## src/rtl/core/pts_pkg.sv

```systemverilog
// ----------------------------------------------------------------------------
// Priority task scheduler package
// Shared constants, record codes, state type and slot word layout.
// ----------------------------------------------------------------------------
`default_nettype none

package pts_pkg;

   localparam int MaxTasks = 16;
   localparam int SlotW    = $clog2(MaxTasks);
   localparam int CntW     = $clog2(MaxTasks + 1);

   localparam logic [1:0] RK_ACCEPT  = 2'd0;
   localparam logic [1:0] RK_FULL    = 2'd1;
   localparam logic [1:0] RK_PREEMPT = 2'd2;
   localparam logic [1:0] RK_DONE    = 2'd3;

   localparam logic [47:0] Max48 = 48'hFFFF_FFFF_FFFF;

   typedef struct packed {
      logic [7:0]  ident;
      logic [7:0]  prio;
      logic [31:0] arrival;
      logic [15:0] burst;
      logic [15:0] left;
   } slot_type;

   typedef enum logic [3:0] {
      ST_IDLE,
      ST_SCAN_RD,
      ST_SCAN,
      ST_DECIDE,
      ST_RUN_RD,
      ST_RUN,
      ST_ARRIVE,
      ST_OUT1,
      ST_OUT2
   } state_type;

   typedef struct packed {
      logic [1:0]  record_kind;
      logic [7:0]  out_task;
      logic [31:0] seg_start;
      logic [31:0] seg_end;
      logic [31:0] turnaround;
      logic [31:0] waiting;
   } rec_type;

endpackage

`default_nettype wire

```

## src/rtl/core/pts_slot_ram.sv

```systemverilog
// ----------------------------------------------------------------------------
// Slot table RAM
// Single write port, single read port, registered read data.
// ----------------------------------------------------------------------------
`default_nettype none

module pts_slot_ram
   import pts_pkg::*;
(
   input  wire logic             clock,
   input  wire logic             wr_en,
   input  wire logic [SlotW-1:0] wr_addr,
   input  wire slot_type         wr_data,
   input  wire logic [SlotW-1:0] rd_addr,
   output slot_type              rd_data
);

   slot_type mem [MaxTasks];

   always_ff @(posedge clock) begin
      if (wr_en) begin
         mem[wr_addr] <= wr_data;
      end
      rd_data <= mem[rd_addr];
   end

endmodule

`default_nettype wire

```

## src/rtl/core/priority_task_scheduler_top.sv

```systemverilog
// ----------------------------------------------------------------------------
// Priority task scheduler
// Task table in a RAM, sequenced scan, run and retire per word.
// ----------------------------------------------------------------------------
// channel  dir  handshake          payload
// req_     in   req_valid/ready    kind, task_id, priority_req, burst
// rsp_     out  rsp_valid/ready    record, running totals, last
// csr_     in   csr_wr_en          preempt_mode
// An arrival writes its slot in ST_ARRIVE and then delivers its record. A tick
// scans the RAM one slot a cycle, then decides and runs the chosen task, and
// delivers a record for each preempt or completion.
// Reset is synchronous; valid bits are flip-flops, the RAM needs no clearing.
// A stalled rsp_ready holds the sequencer; req_ready is high only in idle.
// ----------------------------------------------------------------------------
`default_nettype none

module priority_task_scheduler_top
   import pts_pkg::*;
(
   input  wire logic        clock,
   input  wire logic        reset,
   input  wire logic        csr_wr_en,
   input  wire logic        csr_wr_data,
   input  wire logic        req_valid,
   output logic             req_ready,
   input  wire logic        req_kind,
   input  wire logic [7:0]  req_task_id,
   input  wire logic [7:0]  req_priority_req,
   input  wire logic [15:0] req_burst,
   output logic             rsp_valid,
   input  wire logic        rsp_ready,
   output logic [1:0]       rsp_record_kind,
   output logic [7:0]       rsp_out_task,
   output logic [31:0]      rsp_seg_start,
   output logic [31:0]      rsp_seg_end,
   output logic [31:0]      rsp_turnaround,
   output logic [31:0]      rsp_waiting,
   output logic [15:0]      rsp_done_count,
   output logic [47:0]      rsp_total_turnaround,
   output logic [47:0]      rsp_total_waiting,
   output logic             rsp_last
);

   state_type state_ff, state_in;

   logic             mode_ff;
   logic [MaxTasks-1:0] valid_ff;
   logic             run_v_ff;
   logic [SlotW-1:0] run_s_ff;
   logic [31:0]      seg_ff, time_ff;
   logic [15:0]      fin_ff;
   logic [47:0]      sta_ff, swt_ff;

   logic [CntW-1:0]  idx_ff;
   logic             best_v_ff;
   logic [SlotW-1:0] best_s_ff;
   logic [7:0]       best_p_ff, run_p_ff;
   logic [31:0]      best_a_ff;
   logic [7:0]       id_ff, pr_ff;
   logic [15:0]      bu_ff;
   rec_type          r1_ff, r2_ff;
   logic             two_ff;
   logic [SlotW-1:0] free_s;
   logic             free_v;

   logic             wr_en;
   logic [SlotW-1:0] wr_addr, rd_addr;
   slot_type         wr_data, rd_data;

   pts_slot_ram u_ram (
      .clock   (clock),
      .wr_en   (wr_en),
      .wr_addr (wr_addr),
      .wr_data (wr_data),
      .rd_addr (rd_addr),
      .rd_data (rd_data)
   );

   always_comb begin
      free_v = 1'b0;
      free_s = '0;
      for (int i = MaxTasks - 1; i >= 0; i--) begin
         if (!valid_ff[i]) begin
            free_v = 1'b1;
            free_s = SlotW'(i);
         end
      end
   end

   logic [SlotW-1:0] scan_s;
   logic             scan_ok, scan_better;
   logic             preempt;
   logic [15:0]      left_dec;
   logic [31:0]      t_end, ta, wt;
   logic [48:0]      sum_ta, sum_wt;
   assign scan_s   = SlotW'(idx_ff - CntW'(1));
   assign scan_ok  = valid_ff[scan_s] && !(run_v_ff && scan_s == run_s_ff);
   assign scan_better = !best_v_ff || rd_data.prio < best_p_ff ||
                        (rd_data.prio == best_p_ff && rd_data.arrival < best_a_ff);
   assign preempt  = best_v_ff && run_v_ff && mode_ff && best_p_ff < run_p_ff;
   assign left_dec = rd_data.left - 16'd1;
   assign t_end    = time_ff + 32'd1;
   assign ta       = t_end - rd_data.arrival;
   assign wt       = ta - {16'd0, rd_data.burst};
   assign sum_ta   = {1'b0, sta_ff} + {17'd0, ta};
   assign sum_wt   = {1'b0, swt_ff} + {17'd0, wt};

   always_comb begin
      rd_addr = scan_s;
      if (state_ff == ST_IDLE || state_ff == ST_RUN_RD) begin
         rd_addr = run_s_ff;
      end else if (state_ff == ST_SCAN_RD || state_ff == ST_SCAN) begin
         rd_addr = SlotW'(idx_ff);
      end else if (state_ff == ST_DECIDE) begin
         rd_addr = (run_v_ff && !preempt) ? run_s_ff : best_s_ff;
      end
   end

   always_comb begin
      wr_en   = 1'b0;
      wr_addr = run_s_ff;
      wr_data = rd_data;
      wr_data.left = left_dec;
      if (state_ff == ST_ARRIVE) begin
         wr_en   = free_v;
         wr_addr = free_s;
         wr_data.ident   = id_ff;
         wr_data.prio    = pr_ff;
         wr_data.arrival = time_ff;
         wr_data.burst   = (bu_ff == 16'd0) ? 16'd1 : bu_ff;
         wr_data.left    = (bu_ff == 16'd0) ? 16'd1 : bu_ff;
      end else if (state_ff == ST_RUN) begin
         wr_en = 1'b1;
      end
   end

   always_comb begin
      state_in = state_ff;
      unique case (state_ff)
         ST_IDLE:    if (req_valid) state_in = req_kind ? ST_ARRIVE : ST_SCAN_RD;
         ST_SCAN_RD: state_in = ST_SCAN;
         ST_SCAN:    if (idx_ff == CntW'(MaxTasks)) state_in = ST_DECIDE;
         ST_DECIDE:  state_in = (run_v_ff || best_v_ff) ? ST_RUN_RD : ST_IDLE;
         ST_RUN_RD:  state_in = ST_RUN;
         ST_RUN:     state_in = (two_ff || left_dec == 16'd0) ? ST_OUT1 : ST_IDLE;
         ST_ARRIVE:  state_in = ST_OUT2;
         ST_OUT1:    if (rsp_ready) state_in = two_ff ? ST_OUT2 : ST_IDLE;
         ST_OUT2:    if (rsp_ready) state_in = ST_IDLE;
         default:    state_in = ST_IDLE;
      endcase
   end

   always_ff @(posedge clock) begin
      if (reset) begin
         state_ff <= ST_IDLE;
         mode_ff  <= 1'b1;
         valid_ff <= '0;
         run_v_ff <= 1'b0;
         run_s_ff <= '0;
         seg_ff   <= '0;
         time_ff  <= '0;
         fin_ff   <= '0;
         sta_ff   <= '0;
         swt_ff   <= '0;
         two_ff   <= 1'b0;
      end else begin
         state_ff <= state_in;
         if (csr_wr_en) begin
            mode_ff <= csr_wr_data;
         end
         unique case (state_ff)
            ST_IDLE: begin
               id_ff <= req_task_id;
               pr_ff <= req_priority_req;
               bu_ff <= req_burst;
               idx_ff <= '0;
               best_v_ff <= 1'b0;
               two_ff <= 1'b0;
            end
            ST_SCAN_RD: begin
               idx_ff <= idx_ff + CntW'(1);
            end
            ST_SCAN: begin
               if (idx_ff != CntW'(MaxTasks)) begin
                  idx_ff <= idx_ff + CntW'(1);
               end
               if (scan_ok && scan_better) begin
                  best_v_ff <= 1'b1;
                  best_s_ff <= scan_s;
                  best_p_ff <= rd_data.prio;
                  best_a_ff <= rd_data.arrival;
               end
               if (run_v_ff && scan_s == run_s_ff) begin
                  run_p_ff <= rd_data.prio;
                  r1_ff.out_task <= rd_data.ident;
               end
            end
            ST_DECIDE: begin
               r1_ff.record_kind <= RK_PREEMPT;
               r1_ff.seg_start   <= seg_ff;
               r1_ff.seg_end     <= time_ff;
               r1_ff.turnaround  <= '0;
               r1_ff.waiting     <= '0;
               if (!run_v_ff && best_v_ff) begin
                  run_v_ff <= 1'b1;
                  run_s_ff <= best_s_ff;
                  seg_ff   <= time_ff;
               end else if (preempt) begin
                  two_ff   <= 1'b1;
                  run_s_ff <= best_s_ff;
                  seg_ff   <= time_ff;
               end
               if (!(run_v_ff || best_v_ff)) begin
                  time_ff <= t_end;
               end
            end
            ST_RUN: begin
               time_ff <= t_end;
               r2_ff.record_kind <= RK_DONE;
               r2_ff.out_task    <= rd_data.ident;
               r2_ff.seg_start   <= seg_ff;
               r2_ff.seg_end     <= t_end;
               r2_ff.turnaround  <= ta;
               r2_ff.waiting     <= wt;
               if (left_dec == 16'd0) begin
                  valid_ff[run_s_ff] <= 1'b0;
                  run_v_ff <= 1'b0;
                  sta_ff <= sum_ta[48] ? Max48 : sum_ta[47:0];
                  swt_ff <= sum_wt[48] ? Max48 : sum_wt[47:0];
                  if (fin_ff != 16'hFFFF) begin
                     fin_ff <= fin_ff + 16'd1;
                  end
                  if (!two_ff) begin
                     r1_ff.record_kind <= RK_DONE;
                     r1_ff.out_task    <= rd_data.ident;
                     r1_ff.seg_start   <= seg_ff;
                     r1_ff.seg_end     <= t_end;
                     r1_ff.turnaround  <= ta;
                     r1_ff.waiting     <= wt;
                  end
               end else begin
                  two_ff <= 1'b0;
               end
            end
            ST_ARRIVE: begin
               r2_ff.record_kind <= free_v ? RK_ACCEPT : RK_FULL;
               r2_ff.out_task    <= id_ff;
               r2_ff.seg_start   <= '0;
               r2_ff.seg_end     <= '0;
               r2_ff.turnaround  <= '0;
               r2_ff.waiting     <= '0;
               if (free_v) begin
                  valid_ff[free_s] <= 1'b1;
               end
            end
            default: begin
            end
         endcase
      end
   end

   // ST_RUN with a preempt but no completion: drop the second record
   logic keep2;
   assign keep2 = two_ff;

   always_comb begin
      req_ready = (state_ff == ST_IDLE);
      rsp_valid = (state_ff == ST_OUT1) || (state_ff == ST_OUT2);
      rsp_last  = (state_ff == ST_OUT2) || !keep2;
      {rsp_record_kind, rsp_out_task, rsp_seg_start, rsp_seg_end,
       rsp_turnaround, rsp_waiting} = (state_ff == ST_OUT2) ? r2_ff : r1_ff;
      rsp_done_count       = fin_ff;
      rsp_total_turnaround = sta_ff;
      rsp_total_waiting    = swt_ff;
   end

endmodule

`default_nettype wire

```

## config.mk

```make
export PLATFORM = sky130hd
export DESIGN_NAME = priority_task_scheduler_top
export DESIGN_NICKNAME = d
export VERILOG_FILES = /design/src/rtl/core/pts_pkg.sv /design/src/rtl/core/pts_slot_ram.sv /design/src/rtl/core/priority_task_scheduler_top.sv
export SDC_FILE = /design/constraint.sdc
export NUM_CORES = 2
export LEC_CHECK = 0
export ABC_AREA = 1
export BUFFER_PORTS_ARGS = -buffer_cell sky130_fd_sc_hd__buf_2
export CAP_MARGIN = 10
export CORE_MARGIN = 1
export CORE_UTILIZATION = 63
export DETAILED_ROUTE_END_ITERATION = 8
export MAX_ROUTING_LAYER = met4
export PLACE_DENSITY = 0.81
export SLEW_MARGIN = 20
export SYNTH_ARGS = -nofsm -noshare
export SYNTH_HDL_FRONTEND = slang
export SYNTH_SLANG_ARGS = --single-unit
```

## constraint.sdc

```tcl
create_clock -name clock -period 13.5 [get_ports clock]
set_clock_uncertainty 0.05 [all_clocks]
set_input_delay 2.7 -clock clock [delete_from_list [all_inputs] [get_ports clock]]
set_output_delay 2.7 -clock clock [all_outputs]
set_load 0.05 [all_outputs]
```

==> results.py <==
metrics = {
    "run_status": {
        "outcome": "finished, final reports clean",
    },
    "power_and_ir_drop": {
        "power.internal_mw": 13.6,
        "power.switching_mw": 10.8,
        "p_seq_frac": 0.321,
        "p_sw_frac": 0.442,
        "comb_power_share": 0.458,
        "leakage_nw": 41.8,
        "power_density_nw_per_um2": 243,
        "vdd_drop_max_mv": 0.344,
        "pwr-share-clk": 0.221,
    },
    "drt": {
        "drtIter0Drc": 8940,
        "via_per_inst": 6.00,
        "remaining_drc_errors": 0,
        "vias": 68900,
        "ant_nets": 0,
        "routed_wl_um": 259000,
        "firstDrtPassIters": 7,
        "routedWlPerCell_um": 22.5,
    },
    "worst_setup_path": {
        "path_buf_inv": 4,
        "critPathMaxStageDelay_ns": 0.47,
        "end_kind": "flop",
        "critPathRequiredTime_ns": 14.22,
        "worst_ep_arrival_time_ns": 8.54,
        "crit_type": "reg -> reg",
        "cp_top_family": "simple AND/OR/NAND/NOR gates",
        "crit_fanout": 14,
        "cp_slowest_cell": "dfxtp_1",
        "worst-path-stages": 37,
        "worstSetupStartpointType": "flop",
        "r2r_cells": 37,
    },
    "grt": {
        "gr-total-overflow": 0,
        "grtUsageTotal": 0.361,
        "antenna_found_initial": 10,
        "grt_pass1_vias": 65500,
        "grt_max_degree": 208,
        "grt_pass1_wl_um": 386000,
    },
    "clocking": {
        "clock-sinks": 1928,
        "cts.path.max_buffers": 3,
        "numCtsBuffers": 188,
        "clock_latency_ns": 0.85,
        "cts_tree": "done",
        "ctsHtreeMaxLevel": 4,
        "cts-root-buf": "clkbuf_16",
        "clk_pin_slew_ns": 0.06,
        "post_cts_resize_count": 0,
        "post-cts-setup-buffers": 0,
        "cts_hold_buf": 0,
    },
    "timing": {
        "maxSlewHeadroom": 0.199,
        "slew_viol_final": 0,
        "setup_viol": 0,
        "hold_violations": 0,
        "fin_setup_tns_ns": 0,
        "rsz0062_at_grt": "no",
        "worstMarginPinSlew_ns": 1.20,
        "fmax_mhz": 128,
        "min_period_over_period": 0.579,
        "min_period_ns": 7.82,
    },
    "place": {
        "place_area_um2": 93800,
        "post-dp-hpwl_um": 154000,
        "port_buffers": 291,
        "gp_congestion": 0.973,
    },
    "floorplan": {
        "coreArea_um2": 142000,
        "die-height_um": 381,
        "rows": 138,
        "die_area_um2": 145000,
        "die_w_um": 381,
        "initial_core_util": 0.637,
        "boundaryPins": 292,
    },
    "cells_and_area": {
        "fin_area_um2": 100000,
        "fill_cells": 9921,
        "nets": 9628,
        "synthToLayoutAreaGrowth_pct": 10.7,
        "drive_above_1_share": 0.0905,
    },
    "yosys": {
        "synth_warnings": 0,
        "synth_top_area_cell": "edfxtp_1",
        "netlist_instances": 9260,
        "syn_area_per_cell_um2": 9.78,
        "synth_cell_types": 67,
        "syn-num-nets": 9461,
        "synth-seq-cells": 1928,
        "ys.flop_type": "edfxtp_1",
        "mappedNetlistArea_um2": 90500,
        "synth_seq_area_share": 0.608,
        "post-synth-top-area-fraction": 0.546,
        "synth_edf_count": 1645,
        "yosys-top-cells-area": "edfxtp_1 (55%), nand2_1 (7.9%), nand3_1 (7.4%)",
        "synth-async-reset-ratio": 0,
    },
    "hold_path": {
        "hold_depth": 0,
        "hold_class": "reg -> reg",
    },
    "flow_run": {
        "maxCapViolCount": 0,
    },
}
-- final timing paths --
kind                                   endpoint  slack, ns                     from
max          rsp_total_waiting[46]$_SDFFE_PP0P_       5.68  time_ff[0]$_SDFFE_PP0P_
min reg2reg                r1_ff[127]$_DFFE_PP_       0.39  seg_ff[31]$_SDFFE_PP0P_
min                        r1_ff[127]$_DFFE_PP_       0.39  seg_ff[31]$_SDFFE_PP0P_
max reg2reg  rsp_total_waiting[46]$_SDFFE_PP0P_       5.68  time_ff[0]$_SDFFE_PP0P_
-- power groups by stage --
stage | sequential, mW | clock, mW | combinational (mW)
2_1_floorplan | 7.84 | 0 | 7.34
3_3_place_gp | 7.92 | 0 | 10.5
3_5_place_dp | 7.93 | 0 | 10.8
4_1_cts | 7.81 | 5.39 | 10.9
5_1_grt | 7.83 | 5.61 | 12.0
6_report | 7.81 | 5.36 | 11.1
-- metrics by stage --
stage                     hold slack (ns)  instances  total power, mW  utilization  setup WS (ns)
after floorplan                     0.358       9260             15.2            -           2.99
after global placement              0.362      11100             18.4        0.660           6.09
after detailed placement            0.369      11100             18.7        0.660           5.82
after CTS                           0.383      11500             24.1        0.705           5.80
after global routing                0.393      11500             25.4        0.705           5.09
final                               0.392      11500             24.3        0.705           5.68
-- registers in the layout (all words and copies together), names as in the netlist, 48 cells and up --
register,count
r2_ff,138
rsp_total_waiting,48
r1_ff,137
u_ram.rd_data,80
u_ram.mem,1280
rsp_total_turnaround,48
-- kinds of logic after synthesis --
group                      synth area share
xor gates and xnor gates             0.0152
DFF                                   0.608
buffers and inverters                0.0800
and+or+nand+nor                       0.227
AOI/OAI and AO/OA                    0.0466
adders and majority gates            0.0227
-- layer usage --
layer | up-vias | GRT usage | part of all wire
met3 | 663 | 0.0578 | 0.11
met5 | - | - | 0
met4 | 0 | 0.155 | 0.042
li1 | 31300 | - | -
met1 | 32600 | 0.471 | 0.38
met2 | 4296 | 0.563 | 0.47
-- cell type report --
| cell class | instances | area (um2) | share of cell area |
|---|---|---|---|
| multi-input combinational | 5462 | 28500 | 0.284 |
| clock buffer | 255 | 5240 | 0.0523 |
| sequential | 1928 | 55100 | 0.550 |
| clock inverter | 101 | 1130 | 0.0113 |
| timing repair buffer | 439 | 2630 | 0.0262 |
| tap | 1890 | 2360 | 0.0236 |
| inverter | 1408 | 5310 | 0.0529 |
| antenna | 3 | 7.51 | 0.0000749 |
-- cell usage in the layout (no fill, tap or decap), types with 158 or more instances in the layout --
cell type,netlist,final
nand2_1,1911,1906
edfxtp_1,1645,1645
inv_1,1396,1392
nand3_1,1339,1339
nand3b_1,492,492
nor2_1,442,424
a21oi_1,309,306
o21ai_0,301,295
buf_2,145,291
dfxtp_1,283,283
clkbuf_16,0,192
ha_1,158,158
-- cells in the mapped netlist, drive strengths merged, types with 2 or more instances --
| cell | n |
|---|---|
| a311oi | 2 |
| nand2 | 1927 |
| a31o | 3 |
| a21oi | 332 |
| o21bai | 8 |
| o21a | 16 |
| a211oi | 6 |
| ha | 158 |
| xor2 | 115 |
| xnor2 | 40 |
| dfxtp | 283 |
| nor2 | 460 |
| clkinv | 2 |
| buf | 200 |
| edfxtp | 1645 |
| inv | 1406 |
| o221ai | 3 |
| nor4 | 32 |
| o31ai | 8 |
| nand3 | 1357 |
| a22oi | 4 |
| nor3 | 50 |
| a21boi | 5 |
| o311ai | 2 |
| nand3b | 492 |
| fa | 4 |
| or2 | 8 |
| o21ai | 312 |
| and3 | 2 |
| o211ai | 15 |
| or4 | 2 |
| nand4 | 50 |
| clkbuf | 262 |
| o2111ai | 2 |
| a31oi | 32 |
| a21o | 8 |
-- worst reg2reg max path: cells and delay by family (launching register included) --
family | cells | cell delay [ns]
compound gates | 10 | 1.85
fa+ha+maj | 4 | 1.37
flops | 1 | 0.47
simple gates | 16 | 2.74
buf+inv | 4 | 0.33
xor+xnor | 3 | 0.95
Power figures use the tool's default switching activity.
